**src/akf_pkg.sv**
```systemverilog
// Package for the angle Kalman fusion block: sequencer codes, unit command and
// response structs, register map and saturation helper. No dependencies.
package akf_pkg;

   localparam int CfgAddrBits = 4;
   localparam int DivIters = 62;

   localparam logic [30:0] QaReset = 31'd2147484;
   localparam logic [30:0] QbReset = 31'd2147484;
   localparam logic [30:0] RReset = 31'd536870912;
   localparam logic [30:0] DtReset = 31'd10737418;
   localparam logic signed [31:0] OneQ30 = 32'sd1073741824;

   typedef enum logic [1:0] {
      REG_QA = 2'd0,
      REG_QB = 2'd1,
      REG_R  = 2'd2,
      REG_DT = 2'd3
   } reg_index_type;

   typedef enum logic [1:0] {
      SQ_IDLE,
      SQ_ISSUE,
      SQ_WAIT,
      SQ_DONE
   } seq_state_type;

   typedef enum logic [3:0] {
      ST_ANGLE_PRED,
      ST_P00_PRED,
      ST_P01_PRED,
      ST_P10_PRED,
      ST_P11_PRED,
      ST_GAIN0,
      ST_GAIN1,
      ST_C00,
      ST_C01,
      ST_C10,
      ST_C11,
      ST_BIAS,
      ST_ANGLE
   } step_type;

   typedef enum logic [1:0] {
      MP_IDLE,
      MP_LO,
      MP_HI,
      MP_SUM
   } mul_phase_type;

   typedef struct packed {
      logic               start;
      logic               sub;
      logic signed [34:0] op_a;
      logic signed [31:0] op_b;
      logic signed [31:0] base;
   } mul_cmd_type;

   typedef struct packed {
      logic               start;
      logic signed [31:0] num;
      logic signed [32:0] den;
   } div_cmd_type;

   typedef struct packed {
      logic               done;
      logic signed [31:0] result;
   } unit_rsp_type;

   function automatic logic signed [31:0] sat32(input logic signed [39:0] v);
      logic signed [31:0] r;
      if (v > 40'sd2147483647) begin
         r = 32'sh7fffffff;
      end else if (v < -40'sd2147483648) begin
         r = 32'sh80000000;
      end else begin
         r = v[31:0];
      end
      return r;
   endfunction

endpackage

```
**src/akf_mul.sv**
```systemverilog
// Shared multiply unit: result = sat32(base +/- round(a * b / 2^30)).
// One 35x17 multiplier is used twice per operation. Depends on akf_pkg.
module akf_mul
   import akf_pkg::*;
(
   input  logic         clock,
   input  logic         reset,
   input  mul_cmd_type  cmd,
   output unit_rsp_type rsp
);

   mul_phase_type      phase_ff, phase_in;
   logic               done_ff, done_in;
   logic signed [34:0] a_ff, a_in;
   logic signed [31:0] b_ff, b_in;
   logic signed [31:0] base_ff, base_in;
   logic               sub_ff, sub_in;
   logic signed [51:0] lo_ff, lo_in;
   logic signed [51:0] hi_ff, hi_in;
   logic signed [31:0] result_ff, result_in;

   logic signed [16:0] chunk;
   logic signed [51:0] prod;
   logic signed [67:0] acc;
   logic signed [37:0] rq;
   logic signed [39:0] sum;

   // The low half of b is unsigned, the high half carries the sign.
   assign chunk = (phase_ff == MP_LO) ? $signed({1'b0, b_ff[15:0]})
                                      : $signed({b_ff[31], b_ff[31:16]});
   assign prod = a_ff * chunk;

   always_comb begin
      acc = $signed({hi_ff, 16'b0}) + $signed({{16{lo_ff[51]}}, lo_ff})
            + 68'sd536870912;
      rq = acc[67:30];
      if (sub_ff) begin
         sum = $signed({{8{base_ff[31]}}, base_ff}) - $signed({{2{rq[37]}}, rq});
      end else begin
         sum = $signed({{8{base_ff[31]}}, base_ff}) + $signed({{2{rq[37]}}, rq});
      end
   end

   always_comb begin
      phase_in = phase_ff;
      done_in = 1'b0;
      a_in = a_ff;
      b_in = b_ff;
      base_in = base_ff;
      sub_in = sub_ff;
      lo_in = lo_ff;
      hi_in = hi_ff;
      result_in = result_ff;
      case (phase_ff)
         MP_IDLE: begin
            if (cmd.start) begin
               a_in = cmd.op_a;
               b_in = cmd.op_b;
               base_in = cmd.base;
               sub_in = cmd.sub;
               phase_in = MP_LO;
            end
         end
         MP_LO: begin
            lo_in = prod;
            phase_in = MP_HI;
         end
         MP_HI: begin
            hi_in = prod;
            phase_in = MP_SUM;
         end
         MP_SUM: begin
            result_in = sat32(sum);
            done_in = 1'b1;
            phase_in = MP_IDLE;
         end
         default: begin
            phase_in = MP_IDLE;
         end
      endcase
   end

   always_ff @(posedge clock) begin
      if (reset) begin
         phase_ff <= MP_IDLE;
         done_ff <= 1'b0;
      end else begin
         phase_ff <= phase_in;
         done_ff <= done_in;
      end
   end

   always_ff @(posedge clock) begin
      a_ff <= a_in;
      b_ff <= b_in;
      base_ff <= base_in;
      sub_ff <= sub_in;
      lo_ff <= lo_in;
      hi_ff <= hi_in;
      result_ff <= result_in;
   end

   assign rsp.done = done_ff;
   assign rsp.result = result_ff;

endmodule

```
**src/akf_div.sv**
```systemverilog
// Serial gain divider: sat32(trunc(num * 2^30 / den)), zero when den is zero.
// Restoring division, one quotient bit per cycle. Depends on akf_pkg.
module akf_div
   import akf_pkg::*;
(
   input  logic         clock,
   input  logic         reset,
   input  div_cmd_type  cmd,
   output unit_rsp_type rsp
);

   logic               busy_ff, busy_in;
   logic               fin_ff, fin_in;
   logic               done_ff, done_in;
   logic [5:0]         cnt_ff, cnt_in;
   logic [61:0]        dvd_ff, dvd_in;
   logic [61:0]        quo_ff, quo_in;
   logic [33:0]        rem_ff, rem_in;
   logic [32:0]        dmag_ff, dmag_in;
   logic               neg_ff, neg_in;
   logic               zero_ff, zero_in;
   logic signed [31:0] result_ff, result_in;

   logic [32:0] nmag;
   logic [33:0] rem_sh;
   logic        ge;

   assign nmag = cmd.num[31] ? 33'(-$signed({cmd.num[31], cmd.num}))
                             : {1'b0, cmd.num};
   assign rem_sh = {rem_ff[32:0], dvd_ff[61]};
   assign ge = rem_sh >= {1'b0, dmag_ff};

   always_comb begin
      busy_in = busy_ff;
      fin_in = 1'b0;
      done_in = 1'b0;
      cnt_in = cnt_ff;
      dvd_in = dvd_ff;
      quo_in = quo_ff;
      rem_in = rem_ff;
      dmag_in = dmag_ff;
      neg_in = neg_ff;
      zero_in = zero_ff;
      result_in = result_ff;
      if (cmd.start && !busy_ff && !fin_ff) begin
         busy_in = 1'b1;
         cnt_in = '0;
         dvd_in = {nmag[31:0], 30'b0};
         quo_in = '0;
         rem_in = '0;
         dmag_in = cmd.den[32] ? 33'(-cmd.den) : cmd.den[32:0];
         neg_in = cmd.num[31] ^ cmd.den[32];
         zero_in = (cmd.den == '0);
      end else if (busy_ff) begin
         rem_in = ge ? rem_sh - {1'b0, dmag_ff} : rem_sh;
         quo_in = {quo_ff[60:0], ge};
         dvd_in = {dvd_ff[60:0], 1'b0};
         cnt_in = cnt_ff + 6'd1;
         if (cnt_ff == 6'(DivIters - 1)) begin
            busy_in = 1'b0;
            fin_in = 1'b1;
         end
      end else if (fin_ff) begin
         done_in = 1'b1;
         if (zero_ff) begin
            result_in = '0;
         end else if (neg_ff) begin
            if (quo_ff > 62'd2147483648) begin
               result_in = 32'sh80000000;
            end else begin
               result_in = 32'(-$signed({1'b0, quo_ff[31:0]}));
            end
         end else if (quo_ff > 62'd2147483647) begin
            result_in = 32'sh7fffffff;
         end else begin
            result_in = quo_ff[31:0];
         end
      end
   end

   always_ff @(posedge clock) begin
      if (reset) begin
         busy_ff <= 1'b0;
         fin_ff <= 1'b0;
         done_ff <= 1'b0;
         cnt_ff <= '0;
      end else begin
         busy_ff <= busy_in;
         fin_ff <= fin_in;
         done_ff <= done_in;
         cnt_ff <= cnt_in;
      end
   end

   always_ff @(posedge clock) begin
      dvd_ff <= dvd_in;
      quo_ff <= quo_in;
      rem_ff <= rem_in;
      dmag_ff <= dmag_in;
      neg_ff <= neg_in;
      zero_ff <= zero_in;
      result_ff <= result_in;
   end

   assign rsp.done = done_ff;
   assign rsp.result = result_ff;

endmodule

```
**src/angle_kalman_fusion_top.sv**
```systemverilog
// One request at a time: each accepted request runs two gain divisions and eleven
// shared multiplies in sequence, then waits in the done state until the result side
// is free, and only then does the block accept the next request.
// Synchronous active-high reset clears the state to angle 0, bias 0, identity
// covariance, and loads the default noise and time-step registers.
// Sequencer, state and config registers; uses akf_pkg, akf_mul and akf_div.
module angle_kalman_fusion_top
   import akf_pkg::*;
(
   input  logic                   clock,
   input  logic                   reset,
   input  logic                   req_tvalid,
   output logic                   req_tready,
   input  logic [63:0]            req_tdata,  // [31:0] accel_angle, [63:32] gyro_rate
   output logic                   rsp_tvalid,
   input  logic                   rsp_tready,
   output logic [63:0]            rsp_tdata,  // [31:0] fused_angle, [63:32] fused_rate
   input  logic                   csr_psel,
   input  logic                   csr_penable,
   input  logic                   csr_pwrite,
   input  logic [CfgAddrBits-1:0] csr_paddr,
   input  logic [31:0]            csr_pwdata,
   output logic [31:0]            csr_prdata,
   output logic                   csr_pready
);

   seq_state_type state_ff, state_in;
   step_type      step_ff, step_in;

   logic [30:0] qa_ff, qb_ff, r_ff, dt_ff;

   logic signed [31:0] accel_ff, accel_in, gyro_ff, gyro_in;
   logic signed [31:0] angle_ff, angle_in, bias_ff, bias_in;
   logic signed [31:0] c00_ff, c00_in, c01_ff, c01_in, c10_ff, c10_in, c11_ff, c11_in;
   logic signed [31:0] p00_ff, p00_in, p01_ff, p01_in, p10_ff, p10_in, p11_ff, p11_in;
   logic signed [31:0] k0_ff, k0_in, k1_ff, k1_in;
   logic               rsp_tvalid_ff, rsp_tvalid_in;
   logic [63:0]        rsp_tdata_ff, rsp_tdata_in;

   mul_cmd_type  mul_cmd;
   div_cmd_type  div_cmd;
   unit_rsp_type mul_rsp, div_rsp;

   logic               is_div, unit_done;
   logic signed [34:0] err;
   logic signed [31:0] rate;
   logic               csr_write;
   reg_index_type      csr_index;

   akf_mul u_mul (.clock(clock), .reset(reset), .cmd(mul_cmd), .rsp(mul_rsp));
   akf_div u_div (.clock(clock), .reset(reset), .cmd(div_cmd), .rsp(div_rsp));

   // Configuration registers.
   assign csr_pready = 1'b1;
   assign csr_write = csr_psel && csr_penable && csr_pwrite;
   assign csr_index = reg_index_type'(csr_paddr[3:2]);

   always_comb begin
      case (csr_index)
         REG_QA:  csr_prdata = {1'b0, qa_ff};
         REG_QB:  csr_prdata = {1'b0, qb_ff};
         REG_R:   csr_prdata = {1'b0, r_ff};
         REG_DT:  csr_prdata = {1'b0, dt_ff};
         default: csr_prdata = '0;
      endcase
   end

   always_ff @(posedge clock) begin
      if (reset) begin
         qa_ff <= QaReset;
         qb_ff <= QbReset;
         r_ff <= RReset;
         dt_ff <= DtReset;
      end else if (csr_write) begin
         case (csr_index)
            REG_QA:  qa_ff <= csr_pwdata[30:0];
            REG_QB:  qb_ff <= csr_pwdata[30:0];
            REG_R:   r_ff <= csr_pwdata[30:0];
            REG_DT:  dt_ff <= csr_pwdata[30:0];
            default: qa_ff <= qa_ff;
         endcase
      end
   end

   // Innovation uses the predicted angle; the bias step runs before the angle step.
   assign err = $signed({{3{accel_ff[31]}}, accel_ff}) - $signed({{3{angle_ff[31]}}, angle_ff});
   assign rate = sat32($signed({{8{gyro_ff[31]}}, gyro_ff})
                       - $signed({{8{bias_ff[31]}}, bias_ff}));
   assign is_div = (step_ff == ST_GAIN0) || (step_ff == ST_GAIN1);
   assign unit_done = is_div ? div_rsp.done : mul_rsp.done;

   // Operand selection for the shared units.
   always_comb begin
      mul_cmd.start = (state_ff == SQ_ISSUE) && !is_div;
      mul_cmd.sub = 1'b0;
      mul_cmd.op_a = '0;
      mul_cmd.op_b = $signed({1'b0, dt_ff});
      mul_cmd.base = '0;
      case (step_ff)
         ST_ANGLE_PRED: begin
            mul_cmd.op_a = $signed({{3{gyro_ff[31]}}, gyro_ff})
                           - $signed({{3{bias_ff[31]}}, bias_ff});
            mul_cmd.base = angle_ff;
         end
         ST_P00_PRED: begin
            mul_cmd.op_a = $signed({4'b0, qa_ff}) - $signed({{3{c01_ff[31]}}, c01_ff})
                           - $signed({{3{c10_ff[31]}}, c10_ff});
            mul_cmd.base = c00_ff;
         end
         ST_P01_PRED: begin
            mul_cmd.op_a = $signed({{3{c11_ff[31]}}, c11_ff});
            mul_cmd.base = c01_ff;
            mul_cmd.sub = 1'b1;
         end
         ST_P10_PRED: begin
            mul_cmd.op_a = $signed({{3{c11_ff[31]}}, c11_ff});
            mul_cmd.base = c10_ff;
            mul_cmd.sub = 1'b1;
         end
         ST_P11_PRED: begin
            mul_cmd.op_a = $signed({4'b0, qb_ff});
            mul_cmd.base = c11_ff;
         end
         ST_C00: begin
            mul_cmd.op_a = $signed({{3{p00_ff[31]}}, p00_ff});
            mul_cmd.op_b = k0_ff;
            mul_cmd.base = p00_ff;
            mul_cmd.sub = 1'b1;
         end
         ST_C01: begin
            mul_cmd.op_a = $signed({{3{p01_ff[31]}}, p01_ff});
            mul_cmd.op_b = k0_ff;
            mul_cmd.base = p01_ff;
            mul_cmd.sub = 1'b1;
         end
         ST_C10: begin
            mul_cmd.op_a = $signed({{3{p00_ff[31]}}, p00_ff});
            mul_cmd.op_b = k1_ff;
            mul_cmd.base = p10_ff;
            mul_cmd.sub = 1'b1;
         end
         ST_C11: begin
            mul_cmd.op_a = $signed({{3{p01_ff[31]}}, p01_ff});
            mul_cmd.op_b = k1_ff;
            mul_cmd.base = p11_ff;
            mul_cmd.sub = 1'b1;
         end
         ST_BIAS: begin
            mul_cmd.op_a = err;
            mul_cmd.op_b = k1_ff;
            mul_cmd.base = bias_ff;
         end
         ST_ANGLE: begin
            mul_cmd.op_a = err;
            mul_cmd.op_b = k0_ff;
            mul_cmd.base = angle_ff;
         end
         default: begin
            mul_cmd.op_a = '0;
         end
      endcase

      div_cmd.start = (state_ff == SQ_ISSUE) && is_div;
      div_cmd.num = (step_ff == ST_GAIN0) ? p00_ff : p10_ff;
      div_cmd.den = $signed({2'b0, r_ff}) + $signed({p00_ff[31], p00_ff});
   end

   // Sequencer and write-back.
   always_comb begin
      state_in = state_ff;
      step_in = step_ff;
      accel_in = accel_ff;
      gyro_in = gyro_ff;
      angle_in = angle_ff;
      bias_in = bias_ff;
      c00_in = c00_ff;
      c01_in = c01_ff;
      c10_in = c10_ff;
      c11_in = c11_ff;
      p00_in = p00_ff;
      p01_in = p01_ff;
      p10_in = p10_ff;
      p11_in = p11_ff;
      k0_in = k0_ff;
      k1_in = k1_ff;
      rsp_tvalid_in = rsp_tvalid_ff && !rsp_tready;
      rsp_tdata_in = rsp_tdata_ff;
      case (state_ff)
         SQ_IDLE: begin
            if (req_tvalid) begin
               accel_in = req_tdata[31:0];
               gyro_in = req_tdata[63:32];
               step_in = ST_ANGLE_PRED;
               state_in = SQ_ISSUE;
            end
         end
         SQ_ISSUE: begin
            state_in = SQ_WAIT;
         end
         SQ_WAIT: begin
            if (unit_done) begin
               case (step_ff)
                  ST_ANGLE_PRED: angle_in = mul_rsp.result;
                  ST_P00_PRED:   p00_in = mul_rsp.result;
                  ST_P01_PRED:   p01_in = mul_rsp.result;
                  ST_P10_PRED:   p10_in = mul_rsp.result;
                  ST_P11_PRED:   p11_in = mul_rsp.result;
                  ST_GAIN0:      k0_in = div_rsp.result;
                  ST_GAIN1:      k1_in = div_rsp.result;
                  ST_C00:        c00_in = mul_rsp.result;
                  ST_C01:        c01_in = mul_rsp.result;
                  ST_C10:        c10_in = mul_rsp.result;
                  ST_C11:        c11_in = mul_rsp.result;
                  ST_BIAS:       bias_in = mul_rsp.result;
                  ST_ANGLE:      angle_in = mul_rsp.result;
                  default:       angle_in = angle_ff;
               endcase
               if (step_ff == ST_ANGLE) begin
                  state_in = SQ_DONE;
               end else begin
                  step_in = step_type'(step_ff + 4'd1);
                  state_in = SQ_ISSUE;
               end
            end
         end
         SQ_DONE: begin
            if (!rsp_tvalid_ff || rsp_tready) begin
               rsp_tvalid_in = 1'b1;
               rsp_tdata_in = {rate, angle_ff};
               state_in = SQ_IDLE;
            end
         end
         default: begin
            state_in = SQ_IDLE;
         end
      endcase
   end

   always_ff @(posedge clock) begin
      if (reset) begin
         state_ff <= SQ_IDLE;
         step_ff <= ST_ANGLE_PRED;
         rsp_tvalid_ff <= 1'b0;
         angle_ff <= '0;
         bias_ff <= '0;
         c00_ff <= OneQ30;
         c01_ff <= '0;
         c10_ff <= '0;
         c11_ff <= OneQ30;
      end else begin
         state_ff <= state_in;
         step_ff <= step_in;
         rsp_tvalid_ff <= rsp_tvalid_in;
         angle_ff <= angle_in;
         bias_ff <= bias_in;
         c00_ff <= c00_in;
         c01_ff <= c01_in;
         c10_ff <= c10_in;
         c11_ff <= c11_in;
      end
   end

   always_ff @(posedge clock) begin
      accel_ff <= accel_in;
      gyro_ff <= gyro_in;
      p00_ff <= p00_in;
      p01_ff <= p01_in;
      p10_ff <= p10_in;
      p11_ff <= p11_in;
      k0_ff <= k0_in;
      k1_ff <= k1_in;
      rsp_tdata_ff <= rsp_tdata_in;
   end

   assign req_tready = (state_ff == SQ_IDLE);
   assign rsp_tvalid = rsp_tvalid_ff;
   assign rsp_tdata = rsp_tdata_ff;

endmodule
```
**config.mk**
```make
export PLATFORM = sky130hd
export DESIGN_NAME = angle_kalman_fusion_top
export DESIGN_NICKNAME = d
export VERILOG_FILES = /design/src/akf_pkg.sv /design/src/akf_mul.sv /design/src/akf_div.sv /design/src/angle_kalman_fusion_top.sv
export SDC_FILE = /design/constraint.sdc
export NUM_CORES = 2
export LEC_CHECK = 0
export BUFFER_PORTS_ARGS = -buffer_cell sky130_fd_sc_hd__buf_2
export CAP_MARGIN = 20
export CORE_UTILIZATION = 62
export DETAILED_ROUTE_END_ITERATION = 6
export PLACE_DENSITY = 0.82
export SLEW_MARGIN = 10
export SYNTH_ARGS = -nofsm -noshare
export SYNTH_HDL_FRONTEND = slang
export SYNTH_SLANG_ARGS = --single-unit
```
**constraint.sdc**
```tcl
create_clock -name clock -period 25.1 [get_ports clock]
set_clock_uncertainty 0.15 [all_clocks]
set_input_delay 5.02 -clock clock [delete_from_list [all_inputs] [get_ports clock]]
set_output_delay 5.02 -clock clock [all_outputs]
set_load 0.02 [all_outputs]
```
======== Word level (Yosys, flattened, before mapping) ========
Cells that the tools add are included.
operators by class
  bitwise operators ....................... 3
  add/sub/neg operators ................... 16
  mux-type cells .......................... 38
  equality and inequality tests ........... 27
  $mul .................................... 1
  reduce and logical (&&, ||, !) cells .... 54
  order comparisons ....................... 7
operator list
  cell                    count
  $pmux 32 s10            1
  $mux 32                 8
  $pmux 35 s7             1
  $sub 32x32->33          4
  $pmux 32 s4             1
  $mux 62                 2
  $add 68x31->68 const B  1
  $add 68x52->68          1
  $neg 32->32             2
  $pmux 32 s2             1
  $gt 62x31->1 const B    1
  $gt 62x32->1 const B    1
  $mul 35x17->52          1
  $reduce_and 3->1        14
  $gt 40x32->1 const B    1
  $lt 40x32->1 const B    1
  $mux 40                 1
  $add 32x38->39          1
  $sub 32x38->39          1
  $ge 34x33->1            1
  $sub 33x32->34          1
  $add 32x32->33          1
  $gt 33x32->1 const B    1
  $logic_not 33->1        1
  33 further kinds        97
word-level totals
  bits of input ports ..................... 107
  output and inout bits ................... 99
  flip-flop bits (word level) ............. 1,085
  word-level logic and storage cells ...... 190

======== Depth between registers and ports, before layout ========
  depth after elaboration ................. 7
  depth in mapped cells ................... 34
  depth with buffers taken out ............ 31

======== Modules after synthesis ========
A second synthesis with hierarchy kept.
second synthesis, totals
  cell total of the unflattened synthesis .. 8,194
  area, all modules ....................... 78,814.3 µm²
by module, submodules not included
  module                   area an instance (µm²)  sequential area each (µm²)  instances  cells each
  akf_mul                  34,169.0                6,666.4                     1          3,511
  angle_kalman_fusion_top  33,542.2                16,075.4                    1          3,539
  akf_div                  11,103.1                5,054.8                     1          1,144

======== Least setup slack after synthesis ========
Ideal clock, no wire load.
  kind .................................... in2out
  start point ............................. input csr_paddr[3]
  end point ............................... output csr_prdata[10]
  setup slack ............................. 13.443 ns
  path buffers ............................ 2
  required time ........................... 19.930 ns
  stages .................................. 3
  data arrival time ....................... 6.487 ns
  path through ............................ clkbuf_1 -> buf_1 -> mux4_2
between the ends
  word-level cells in the longest chain between the ends .. 2
  elaborated cells on any way between the ends .. 5
  those cells by class .................... eq/ne: 3; mux: 1; reduce/logical: 1
ends and longest elaborated chain
  item                                RTL line                       RTL
  from (decl)                         angle_kalman_fusion_top.sv:21  input logic [CfgAddrBits-1:0] csr_paddr,
  $eq 2x2->1 (tied with other cells)  angle_kalman_fusion_top.sv:59  case (csr_index)
  $pmux 32 s4 (*)                     angle_kalman_fusion_top.sv:59
  to (decl)                           angle_kalman_fusion_top.sv:23  output logic [31:0] csr_prdata,
Every way passes the cells marked *; elsewhere a longest branch is shown, timed or not. The select of a mux whose other input is x is not followed.

======== Final worst setup path ========
  start point ............................. input csr_paddr[2]
  end point ............................... output csr_prdata[30]
Same word-level chain as after synthesis.

==> results.md <==
| Stage | Metric | Value |
|---|---|---|
| status | Run status | finished with violations |
| status | Failing checks | design-rule violations |
| synthesis | Synthesized cell area | 0.0774 sq mm |
| grt | First-pass GRT wire length | 368 mm |
| floorplan | Number of core rows | 129 |
| cts | H-tree levels | 3 |
| timing | Final Slew Violations | 0 |
| synthesis | Cells after synthesis | 8007 |
| place | Post-DP HPWL | 180 mm |
| cts | Root buffer cell | clkbuf_16 |
| place | Port-buffer cells | 200 |
| critical path | Data arrival time of the critical path | 6.68 ns |
| layout | Layout Area Growth over Synthesis | 7.95% |
| critical path | Buf+Inv Stages, Crit Path | 2 |
| timing | Transition time at the pin with the least slew margin | 1.41 ns |
| place | Last weighted congestion value of the routability-driven placer | 1.03 |
| grt | Vias in the first global route | 61900 |
| route | Antenna violation net count after detailed routing | 0 |
| route | Number of search-and-repair iterations in the first detailed-routing pass | 7 |
| floorplan | Starting Density | 62.5% |
| hold path | Class of the worst hold path | flip-flop to flip-flop |
| cts | CTS tree | done |
| synthesis | Top flip-flop cell by instance count after synthesis | edfxtp_1 |
| grt | Residual overflow from global routing | 0 |
| critical path | Crit path cell chain | buf_2 > mux4_2 > buf_2 |
| timing | FMAX | 0.0844 GHz |
| floorplan | Overall die height | 355 microns |
| critical path | Most common cell on crit path | buf_2 |
| synthesis | Mean area per synthesized cell | 9.67 sq um |
| critical path | Worst R2R End | u_mul.hi_ff[51] |
| critical path | Required time reported for the critical path endpoint | 19.93 ns |
| timing | Final setup violating endpoints | 0 |
| timing | Worst slew margin relative to its limit | 6.33% |
| grt | Antenna violations before repair | 21 |
| critical path | Setup slack of the worst register-to-register path | 14.62 ns |
| synthesis | Number of distinct library cell variants in the gate-level netlist after synthesis | 94 |
| timing | Number of hold violations in the final report | 0 |
| synthesis | Net Count, Synth | 9143 |
| flow run | Number of maximum-capacitance violations | 0 |
| critical path | FF-to-FF Start | u_mul.phase_ff[1] |
| timing | RSZ-0062 raised after global routing | no |
| critical path | Worst path max stage delay | 0.85 ns |
| timing | Tmin final | 11.85 ns |
| cts | Number of buffers inserted to repair setup after CTS | 0 |
| route | Via count of the routed design | 62200 |
| cts | Hold buffer count at CTS | 0 |
| cts | Clock edge transition at the registers on the reported setup and hold paths | 0.06 ns |
| synthesis | Share of the yosys chip area belonging to registers | 35.9% |
| cts | Clk buf depth | 3 |
| critical path | Stages on the worst setup path | 3 |
| timing | Period utilization | 47.2% |
| floorplan | Area of the core region | 0.124 sq mm |
| floorplan | Die area | 0.126 sq mm |
| route | Total wire length | 244 mm |
| synthesis | YS warnings | 0 |
| hold path | Startpoint of the worst hold path | u_div.result_ff[31] |
| critical path | CP delay by family, top | buffers and inverters |
| route | Wire length per cell after detailed routing | 25.0 microns |
| critical path | Critical path capture point type | output port |
| synthesis | Async set or reset register ratio after synthesis | 0% |
| layout | Number of fill cells in the layout | 9413 |
| critical path | WS Path Type | input pin to output port |
| layout | Number of nets in the finished design | 9143 |
| cts | Total number of clock tree sinks | 1068 |
| grt | Pin count of the biggest net entering global routing | 216 |
| route | Detailed Route Iter0 Violations | 7577 |
| critical path | Worst Reg-to-Reg Cells | 29 |
| critical path | Setup crit start kind | input pin |
| hold path | Number of stages on the worst hold path | 0 |
| timing | Accumulated negative setup slack | 0 ns |
| synthesis | EDFF count, synth | 638 |
| synthesis | Total of flip-flops plus latches after synthesis | 1068 |
| cts | Clock insertion delay at the later pin of the skew report | 0.77 ns |
| floorplan | IO Count | 206 |
| hold path | End of the worst hold path | k0_ff[31] |
| floorplan | Die outline width | 355 microns |
| grt | Global router's overall resource usage | 38.6% |
| critical path | Highest-delay cell along the critical path | buf_2 |
| cts | Number of buffers created by CTS | 105 |
| critical path | Worst-path fanout max | 39 |
| layout | Layout cell share with drive strength beyond 1 | 7.33% |
| cts | Cells resized by post-CTS repair | 0 |
| route | DRC violation count after routing | 33 |
| route | Vias per cell | 6.39 |
Yosys cell counts (140+ instances only):
| master | instances | area, sq um |
|---|---|---|
| a21oi_1 | 608 | 3040 |
| ha_1 | 436 | 5460 |
| dfxtp_1 | 430 | 8610 |
| a21o_1 | 185 | 1390 |
| nor2b_1 | 205 | 1280 |
| xor2_1 | 140 | 1230 |
| fa_1 | 593 | 11900 |
| inv_1 | 786 | 2950 |
| nand2_1 | 1336 | 5010 |
| nor2_1 | 296 | 1110 |
| o21ai_0 | 244 | 1220 |
| xnor2_1 | 209 | 1830 |
| clkbuf_1 | 334 | 1250 |
| edfxtp_1 | 638 | 19200 |
cells by family (layout without fill, tap and decap cells):
kind of cell	count (synthesis)	in the layout	share of synthesized area (%)
and+or+nand+nor	2475	2475	14.6
xor gates and xnor gates	350	350	3.98
AOI/OAI and AO/OA	1699	1699	14.1
DFF	1068	1068	35.9
other	2	8	0.00970
muxes	189	189	2.99
adders and majority gates	1052	1052	22.7
buffers and inverters	1172	1265	5.71
worst max path at each step:
stage                             from             end  slack, ns
after floorplan           csr_paddr[3]  csr_prdata[10]      13.44
after global placement    csr_paddr[2]  csr_prdata[30]      13.29
after detailed placement  csr_paddr[2]  csr_prdata[30]      13.28
after CTS                 csr_paddr[2]  csr_prdata[30]      13.27
after global routing      csr_paddr[3]  csr_prdata[10]      13.24
final                     csr_paddr[2]  csr_prdata[30]      13.25
cell usage in the layout, fill, tap and decap left out, types with 56 or more instances in the layout:
cell type,n
dfxtp_1,429
mux2i_1,123
a31oi_1,70
a22oi_1,118
nor3_1,74
ha_1,434
fa_1,593
buf_2,199
and2_1,94
a222oi_1,56
nand2_1,1331
inv_1,786
a21oi_1,606
nand2b_1,85
nor2_1,289
a21o_1,185
o21ai_0,243
xnor2_1,209
edfxtp_1,638
nand3_1,99
buf_4,70
clkbuf_16,108
nor2b_1,203
xor2_1,140
state kept, by name, indices dropped and copies added (netlist names), 33 cells and up:
| register | count |
|---|---|
| u_mul.a_ff | 34 |
| u_div.dmag_ff | 33 |
| u_mul.hi_ff | 52 |
| u_div.rem_ff | 33 |
| u_mul.lo_ff | 36 |
| u_div.quo_ff | 62 |
| rsp_tdata | 64 |
through the flow:
step	setup slack [ns]	std cells	utilization, %	hold slack (ns)	instance area (sq um)
floorplan	13.44	8007	-	0.271	77400
global placement	13.29	9529	64.4	0.273	79700
detailed placement	13.28	9531	64.4	0.283	79800
CTS	13.27	9731	67.4	0.298	83400
global route	13.24	9741	67.5	0.309	83500
finish	13.25	9743	67.5	0.298	83600
layer usage:
metal	up-vias	share of wire (%)	wire length, microns	GRT usage (%)
li1	27500	-	-	-
met1	30200	36	86500	46.7
met2	3538	46	113000	62.1
met3	971	9.9	24200	8.18
met4	20	8.3	20300	26.6
met5	-	0.053	130	0
area by class of cell:
cell class / instances / area, sq um / share of cell area, %
Multi-Input combinational cell: 5767 / 45400 / 54.4
Sequential cell: 1068 / 27800 / 33.2
Inverter: 788 / 2960 / 3.54
Clock buffer: 140 / 2940 / 3.52
Tap cell: 1637 / 2050 / 2.45
Timing Repair Buffer: 277 / 1650 / 1.98
Clock inverter: 60 / 726 / 0.869
Antenna cell: 6 / 15.0 / 0.0180
Power is not shown: default switching activity piles up to over one toggle a cycle in this logic, so the estimate is an artifact.
